==> config.mk <==
export PLATFORM = sky130hd
export DESIGN_NAME = tile_line_rasterizer
export DESIGN_NICKNAME = d
export VERILOG_FILES = /design/src/rtl/tlr_pkg.sv /design/src/rtl/tlr_ctrl.sv /design/src/rtl/tlr_datapath.sv /design/src/rtl/tile_line_rasterizer.sv
export SDC_FILE = /design/constraint.sdc
export NUM_CORES = 1
export LEC_CHECK = 0
export ABC_CLOCK_PERIOD_IN_PS = 22000
export BUFFER_PORTS_ARGS = -buffer_cell sky130_fd_sc_hd__buf_2
export CELL_PAD_IN_SITES_DETAIL_PLACEMENT = 0
export CELL_PAD_IN_SITES_GLOBAL_PLACEMENT = 2
export CORE_ASPECT_RATIO = 1.1
export CORE_MARGIN = 1.5
export CORE_UTILIZATION = 41
export CTS_CLUSTER_DIAMETER = 120
export DETAILED_ROUTE_END_ITERATION = 8
export PLACE_DENSITY = 0.87
export SLEW_MARGIN = 40
export SYNTH_ARGS = -nofsm -noshare
export SYNTH_HDL_FRONTEND = slang
export SYNTH_SLANG_ARGS = --single-unit
==> constraint.sdc <==
create_clock -name clk -period 22 [get_ports clk]
set_clock_uncertainty 0.05 [all_clocks]
set_input_delay 1.1 -clock clk [delete_from_list [all_inputs] [get_ports clk]]
set_output_delay 1.1 -clock clk [all_outputs]
set_load 0.02 [all_outputs]
==> src/rtl/tlr_pkg.sv <==
// Shared definitions for the tile line rasterizer.
// Holds the default tile coordinate width and the controller/datapath interface types.
package tlr_pkg;

  localparam int unsigned COORD_BITS_DEF = 6;

  // Commands from the controller to the datapath
  typedef struct packed {
    logic load;   // capture a new segment and set up the first pixel
    logic step;   // advance to the next pixel along the major axis
  } tlr_cmd_t;

  // Status from the datapath to the controller
  typedef struct packed {
    logic last;   // current pixel is the segment's final one
  } tlr_stat_t;

endpackage

==> src/rtl/tlr_ctrl.sv <==
// Controller for the tile line rasterizer: idle/run sequencing and handshakes.
// Depends on tlr_pkg for the command and status types.
module tlr_ctrl import tlr_pkg::*; (
  input  logic      clk,
  input  logic      rst_n,
  input  logic      in_valid,
  output logic      in_ready,
  output logic      out_valid,
  input  logic      out_ready,
  input  tlr_stat_t stat,
  output tlr_cmd_t  cmd
);

  typedef enum logic [1:0] {
    ST_IDLE = 2'b01,
    ST_RUN  = 2'b10
  } tlr_state_t;

  tlr_state_t state_r, state_nxt;

  assign in_ready  = (state_r == ST_IDLE);
  assign out_valid = (state_r == ST_RUN);

  always_comb begin
    cmd.load  = in_valid && in_ready;
    cmd.step  = out_valid && out_ready && !stat.last;
    state_nxt = state_r;
    case (state_r)
      ST_IDLE: begin
        if (in_valid) state_nxt = ST_RUN;
      end
      ST_RUN: begin
        // drop back to idle once the final word is taken
        if (out_ready && stat.last) state_nxt = ST_IDLE;
      end
      default: state_nxt = ST_IDLE;
    endcase
  end

  always_ff @(posedge clk) begin
    if (!rst_n) state_r <= ST_IDLE;
    else        state_r <= state_nxt;
  end

endmodule

==> src/rtl/tlr_datapath.sv <==
// Datapath for the tile line rasterizer: segment setup and exact incremental stepping.
// Depends on tlr_pkg for the command and status types.
module tlr_datapath import tlr_pkg::*; #(
  parameter int unsigned COORD_BITS = COORD_BITS_DEF
) (
  input  logic                  clk,
  input  tlr_cmd_t              cmd,
  output tlr_stat_t             stat,
  input  logic [COORD_BITS-1:0] start_x,
  input  logic [COORD_BITS-1:0] start_y,
  input  logic [COORD_BITS-1:0] end_x,
  input  logic [COORD_BITS-1:0] end_y,
  output logic [COORD_BITS-1:0] pixel_x,
  output logic [COORD_BITS-1:0] pixel_y,
  output logic                  last_pixel
);

  localparam int unsigned W  = COORD_BITS;
  localparam int unsigned RW = COORD_BITS + 2;

  // setup
  logic [W-1:0] dx, dy, a0, b0, p0, q0, a, b, p, q;
  logic         steep;

  always_comb begin
    dx    = (start_x > end_x) ? start_x - end_x : end_x - start_x;
    dy    = (start_y > end_y) ? start_y - end_y : end_y - start_y;
    steep = dx < dy;
    a0 = steep ? start_y : start_x;
    p0 = steep ? start_x : start_y;
    b0 = steep ? end_y   : end_x;
    q0 = steep ? end_x   : end_y;
    if (a0 > b0) begin
      a = b0; b = a0; p = q0; q = p0;
    end else begin
      a = a0; b = b0; p = p0; q = q0;
    end
  end

  logic [W-1:0]         k_r, k_nxt, b_r, b_nxt, m_r, m_nxt, span_r, span_nxt;
  logic signed [W:0]    delta_r, delta_nxt;
  logic signed [RW-1:0] rem_r, rem_nxt;
  logic                 steep_r, steep_nxt;

  // step: remainder stays in [0, span); |delta| <= span so one correction suffices
  logic signed [RW-1:0] sum, span_ext;

  always_comb begin
    span_ext  = $signed({2'b00, span_r});
    sum       = rem_r + {delta_r[W], delta_r};
    k_nxt     = k_r;
    b_nxt     = b_r;
    m_nxt     = m_r;
    span_nxt  = span_r;
    delta_nxt = delta_r;
    rem_nxt   = rem_r;
    steep_nxt = steep_r;
    if (cmd.load) begin
      k_nxt     = a;
      b_nxt     = b;
      m_nxt     = p;
      span_nxt  = b - a;
      delta_nxt = $signed({1'b0, q}) - $signed({1'b0, p});
      rem_nxt   = '0;
      steep_nxt = steep;
    end else if (cmd.step) begin
      k_nxt = k_r + 1'b1;
      if (sum >= span_ext) begin
        m_nxt   = m_r + 1'b1;
        rem_nxt = sum - span_ext;
      end else if (sum < 0) begin
        m_nxt   = m_r - 1'b1;
        rem_nxt = sum + span_ext;
      end else begin
        rem_nxt = sum;
      end
    end
  end

  always_ff @(posedge clk) begin
    k_r     <= k_nxt;
    b_r     <= b_nxt;
    m_r     <= m_nxt;
    span_r  <= span_nxt;
    delta_r <= delta_nxt;
    rem_r   <= rem_nxt;
    steep_r <= steep_nxt;
  end

  assign stat.last  = (k_r == b_r);
  assign last_pixel = stat.last;
  assign pixel_x    = steep_r ? m_r : k_r;
  assign pixel_y    = steep_r ? k_r : m_r;

endmodule

==> src/rtl/tile_line_rasterizer.sv <==
// Top level of the tile line rasterizer: controller plus datapath.
// Depends on tlr_pkg, tlr_ctrl and tlr_datapath.
//
//  channel | ports                                          | direction
//  --------+------------------------------------------------+----------
//  in      | in_valid/in_ready, in_start_x/y, in_end_x/y    | segment in
//  out     | out_valid/out_ready, out_pixel_x/y, out_last_pixel | pixels out
//
// A segment with major span s yields s+1 words, one per cycle while out_ready
// is high; the segment is taken in the idle state before its first word, and
// no new segment is taken while words are pending. The pixel stepper (one add
// and two compares per pixel) sets that pace.
// The next segment is taken in the cycle after the last word is accepted.
// Reset (synchronous, active low) returns the controller to idle; out_ready
// low holds the current word in place.
module tile_line_rasterizer import tlr_pkg::*; #(
  parameter int unsigned COORD_BITS = COORD_BITS_DEF
) (
  input  logic                  clk,
  input  logic                  rst_n,
  input  logic                  in_valid,
  output logic                  in_ready,
  input  logic [COORD_BITS-1:0] in_start_x,
  input  logic [COORD_BITS-1:0] in_start_y,
  input  logic [COORD_BITS-1:0] in_end_x,
  input  logic [COORD_BITS-1:0] in_end_y,
  output logic                  out_valid,
  input  logic                  out_ready,
  output logic [COORD_BITS-1:0] out_pixel_x,
  output logic [COORD_BITS-1:0] out_pixel_y,
  output logic                  out_last_pixel
);

  tlr_cmd_t  cmd;
  tlr_stat_t stat;

  // Sequencing: idle takes a segment, run emits pixels until the last one goes.
  tlr_ctrl u_ctrl (
    .clk       (clk),
    .rst_n     (rst_n),
    .in_valid  (in_valid),
    .in_ready  (in_ready),
    .out_valid (out_valid),
    .out_ready (out_ready),
    .stat      (stat),
    .cmd       (cmd)
  );

  // Setup orders endpoints along the major axis; stepping keeps the minor
  // coordinate as quotient plus remainder of the exact interpolation.
  tlr_datapath #(
    .COORD_BITS (COORD_BITS)
  ) u_dp (
    .clk        (clk),
    .cmd        (cmd),
    .stat       (stat),
    .start_x    (in_start_x),
    .start_y    (in_start_y),
    .end_x      (in_end_x),
    .end_y      (in_end_y),
    .pixel_x    (out_pixel_x),
    .pixel_y    (out_pixel_y),
    .last_pixel (out_last_pixel)
  );

`ifndef SYNTHESIS
  a_load_starts_run: assert property (@(posedge clk) disable iff (!rst_n)
    in_valid && in_ready |=> out_valid && !in_ready)
    else $error("segment accepted but no pixel run started");

  a_last_frees_input: assert property (@(posedge clk) disable iff (!rst_n)
    out_valid && out_ready && out_last_pixel |=> in_ready && !out_valid)
    else $error("input not freed after final pixel");

  a_run_continues: assert property (@(posedge clk) disable iff (!rst_n)
    out_valid && out_ready && !out_last_pixel |=> out_valid)
    else $error("pixel run ended before the final pixel");

  a_never_both: assert property (@(posedge clk) disable iff (!rst_n)
    !(in_ready && out_valid))
    else $error("input open while a pixel run is active");
`endif

endmodule

==> out/summary.log <==
[run_status] run status finished, final reports clean
[timing] RSZ-0062 raised after global routing false
[logic_synthesis] Mean Syn Cell Area 8.70 um^2
[timing] Final Max Tran Viols 0
[timing] Setup TNS 0 ns
[logic_synthesis] Cells after Synth 572
[clock_tree] level count of the clock H-tree 2
[worst_setup_path] arrival time of the worst setup path 8.96 ns
[clock_tree] Max clock buf depth 2
[floorplan] Core ar. 11900 um^2
[finish] area added between synthesis and finish 9.83%
[floorplan] number of cell rows 42
[worst_setup_path] Slowest cell on crit path sky130_fd_sc_hd__o21ai_4
[flow_run] number of max-cap violations 0
[floorplan] Top-Level Pins 43
[clock_tree] CTS tree built
[worst_setup_path] crit path kind input pin to flip-flop
[timing] maximum clock frequency 0.111 GHz
[detailed_routing] Total Wirelength 13000 um
[worst_setup_path] startpoint kind of the worst setup timing path input pin
[logic_synthesis] post-synthesis cell area 4980 um^2
[worst_setup_path] maximum single-stage delay on the critical path 0.63 ns
[clock_tree] clock root buffer master sky130_fd_sc_hd__clkbuf_16
[detailed_routing] first-pass detailed-route iteration total 4
[timing] pin slew with the least headroom to its limit 0.791 ns
[clock_tree] clk_lat worst skew 0.29 ns
[logic_synthesis] count of yosys warnings during synthesis 0
[logic_synthesis] sequential area share after synthesis 23.3%
[timing] Final Cycle Share 40.8%
[hold_path] worst min path class flip-flop to flip-flop
[logic_synthesis] proportion of synthesized area in mux cells 9.81%
[global_route] gr ovfl total 0
[finish] Nets 707
[worst_setup_path] CP Data Required Time 21.98 ns
[floorplan] Chip Width 108 um
[timing] number of failing hold endpoints at the final stage 0
[logic_synthesis] Post-Synth Adder-Cell Area 19.2%
[logic_synthesis] most instantiated flip-flop cell in the synthesis netlist sky130_fd_sc_hd__edfxtp_1
[finish] share of layout cells above drive strength 1 12.2%
[finish] number of antenna repair diodes 0
[detailed_routing] total vias in the final route 4205
[clock_tree] Clock transition at path regs 0.06 ns
[logic_synthesis] share of synthesized registers carrying an async set or reset 0%
[global_route] global-route wire length before repair 21100 um
[detailed_routing] Avg WL per Cell 17.1 um
[logic_synthesis] XOR/XNOR share of the synthesized area 7.39%
[logic_synthesis] count of flip-flops with a built-in enable after synthesis 32
[detailed_routing] final routed DRC violation total 0
[logic_synthesis] Synth Area in Compound Gates 21.8%
[floorplan] die span in y 119 um
[logic_synthesis] share of Yosys cell area claimed by the top area cell type 19.3%
[logic_synthesis] Syn Nets 671
[detailed_routing] average vias per placed instance 5.51
[clock_tree] TritonCTS buffer count 5
[clock_tree] Post-CTS Repair Setup Buffers 0
[place] routability cong. 0.893
[logic_synthesis] cell type with the largest total area after synthesis sky130_fd_sc_hd__edfxtp_1
[timing] remaining max-slew budget at the tightest pin 47.2%
[place] worst slack, placed 12.82 ns
[detailed_routing] antenna violation net count after detailed routing 0
[timing] post-layout min period 8.97 ns
[clock_tree] number of clock sinks 42
[place] half-perimeter wire length after placement 10500 um
[global_route] vias in the first global route 4186
[worst_setup_path] largest fanout of any net on the critical path 24
[clock_tree] PostCTS Resize Cnt 0
[worst_setup_path] endpoint type of the worst setup path flip-flop
[logic_synthesis] combinational family with the most area after synthesis compound AO/OA/AOI/OAI gates
[place] Port Buffer Count 42
[global_route] pin count of the biggest net entering global routing 44
[clock_tree] Hold Buf Count CTS 0
[floorplan] die footprint 12800 um^2
[timing] Final WS setup 13.03 ns
[logic_synthesis] number of synthesized register bits 42
[floorplan] Initial Util 41.7%
[logic_synthesis] library cells used by synthesis 59
[detailed_routing] 1st-iter DRT viols 271
[logic_synthesis] top cells by area in the synthesized netlist sky130_fd_sc_hd__edfxtp_1 19%, sky130_fd_sc_hd__ha_1 16%, sky130_fd_sc_hd__mux2i_1 6.6%, sky130_fd_sc_hd__a21oi_1 5.5%, sky130_fd_sc_hd__xnor2_1 4.6%
[logic_synthesis] simple-gate portion of the synthesized area 12.3%
[global_route] antenna violations before repair 0
[timing] final setup violating endpoints 0
[finish] number of fill cells in the layout 1152
[global_route] total routing usage reported by global routing 21.1%
flip-flops by register name, indices dropped and copies added (netlist names):
name / cells
u_dp.rem_r: 8
u_dp.delta_r: 7
u_dp.b_r: 6
u_dp.k_r: 6
u_dp.m_r: 6
u_dp.span_r: 6
u_ctrl.state_r: 2
u_dp.steep_r: 1
critical path, delay by kind of cell:
kind,cells,cell delay [ns]
adders and majority gates,6,1.86
and+or+nand+nor,6,1.12
AOI/OAI and AO/OA,14,3.28
buffers and inverters,6,1.05
muxes,2,0.34
xor gates and xnor gates,1,0.18
per-stage QoR:
step	cell area [um^2]	utilization (%)	instances	hold WS, ns
3_5_place_dp	5310	44.5	754	0.424
5_1_grt	5470	45.8	763	0.445
2_1_floorplan	4980	-	572	0.399
6_report	5470	45.8	763	0.429
4_1_cts	5450	45.7	762	0.433
3_3_place_gp	5310	44.5	754	0.418
kinds of logic (layout without fill, tap and decap cells):
logic type,Yosys count,in the layout
compound gates,166,166
xor+xnor,42,42
fa+ha+maj,71,71
flops,42,42
simple gates,127,127
mux,47,47
buf+inv,77,114
synthesized netlist by cell type (8+ instances only):
cell type / n
sky130_fd_sc_hd__ha_1: 62
sky130_fd_sc_hd__a21oi_1: 55
sky130_fd_sc_hd__mux2i_1: 33
sky130_fd_sc_hd__edfxtp_1: 32
sky130_fd_sc_hd__dfxtp_1: 10
sky130_fd_sc_hd__mux2_2: 13
sky130_fd_sc_hd__inv_1: 59
sky130_fd_sc_hd__nor2_1: 31
sky130_fd_sc_hd__o21bai_1: 12
sky130_fd_sc_hd__a21o_1: 25
sky130_fd_sc_hd__xnor2_1: 26
sky130_fd_sc_hd__nand2_1: 37
sky130_fd_sc_hd__o21ai_0: 27
sky130_fd_sc_hd__fa_1: 9
sky130_fd_sc_hd__nor2b_1: 8
sky130_fd_sc_hd__xor2_1: 16
sky130_fd_sc_hd__nand3_1: 18
sky130_fd_sc_hd__clkbuf_1: 10
cell type report:
type	instances	area, um^2	area share [%]
Tap cell	154	193	3.53
Inverter	61	229	4.19
Sequential cell	42	1160	21.2
Clock buffer	7	133	2.43
Timing Repair Buffer	45	236	4.33
Clock inverter	1	7.51	0.137
Multi-Input combinational cell	453	3510	64.1
cell usage in the layout (no fill, tap or decap), types with 3 or more instances in the layout:
master	instances
sky130_fd_sc_hd__nor2b_1	8
sky130_fd_sc_hd__xor2_1	16
sky130_fd_sc_hd__nor3_1	4
sky130_fd_sc_hd__o311ai_0	3
sky130_fd_sc_hd__o211ai_1	5
sky130_fd_sc_hd__o21bai_1	12
sky130_fd_sc_hd__ha_1	62
sky130_fd_sc_hd__o21a_1	3
sky130_fd_sc_hd__a21oi_1	55
sky130_fd_sc_hd__nand2_1	37
sky130_fd_sc_hd__mux2i_1	33
sky130_fd_sc_hd__xnor2_1	26
sky130_fd_sc_hd__a311oi_1	4
sky130_fd_sc_hd__a21o_1	25
sky130_fd_sc_hd__mux2_2	13
sky130_fd_sc_hd__o21ai_0	27
sky130_fd_sc_hd__or3_1	3
sky130_fd_sc_hd__edfxtp_1	32
sky130_fd_sc_hd__nor2_1	31
sky130_fd_sc_hd__and2_1	5
sky130_fd_sc_hd__o31ai_1	5
sky130_fd_sc_hd__dfxtp_1	10
sky130_fd_sc_hd__o22ai_1	3
sky130_fd_sc_hd__nand3_1	18
sky130_fd_sc_hd__inv_1	59
sky130_fd_sc_hd__nand2b_1	4
sky130_fd_sc_hd__buf_2	42
sky130_fd_sc_hd__a31oi_1	4
sky130_fd_sc_hd__fa_1	9
sky130_fd_sc_hd__clkbuf_16	5
sky130_fd_sc_hd__nand4_1	4
path summary, 6_finish.rpt:
path / startpoint / end / slack [ns] / cells after the start
worst max-delay path: in_start_x[0] / u_dp.delta_r[6] / 13.03 / 35
worst min-delay path: u_dp.rem_r[6] / u_dp.rem_r[6] / 0.43 / 2
worst max register to register: u_dp.delta_r[0] / u_dp.m_r[5] / 16.98 / 22
worst min register to register: u_dp.rem_r[6] / u_dp.rem_r[6] / 0.43 / 2
metal layers:
layer / global-route usage (%) / up-vias / part of all wire [%]
met5: 0 / - / 0
met1: 27.5 / 1985 / 46
met3: 1.49 / 16 / 2.3
met2: 36.4 / 78 / 49
met4: 7.24 / 0 / 2.4
li1: - / 2126 / -
Power is not shown: default switching activity piles up to over one toggle a cycle in this logic, so the estimate is an artifact.
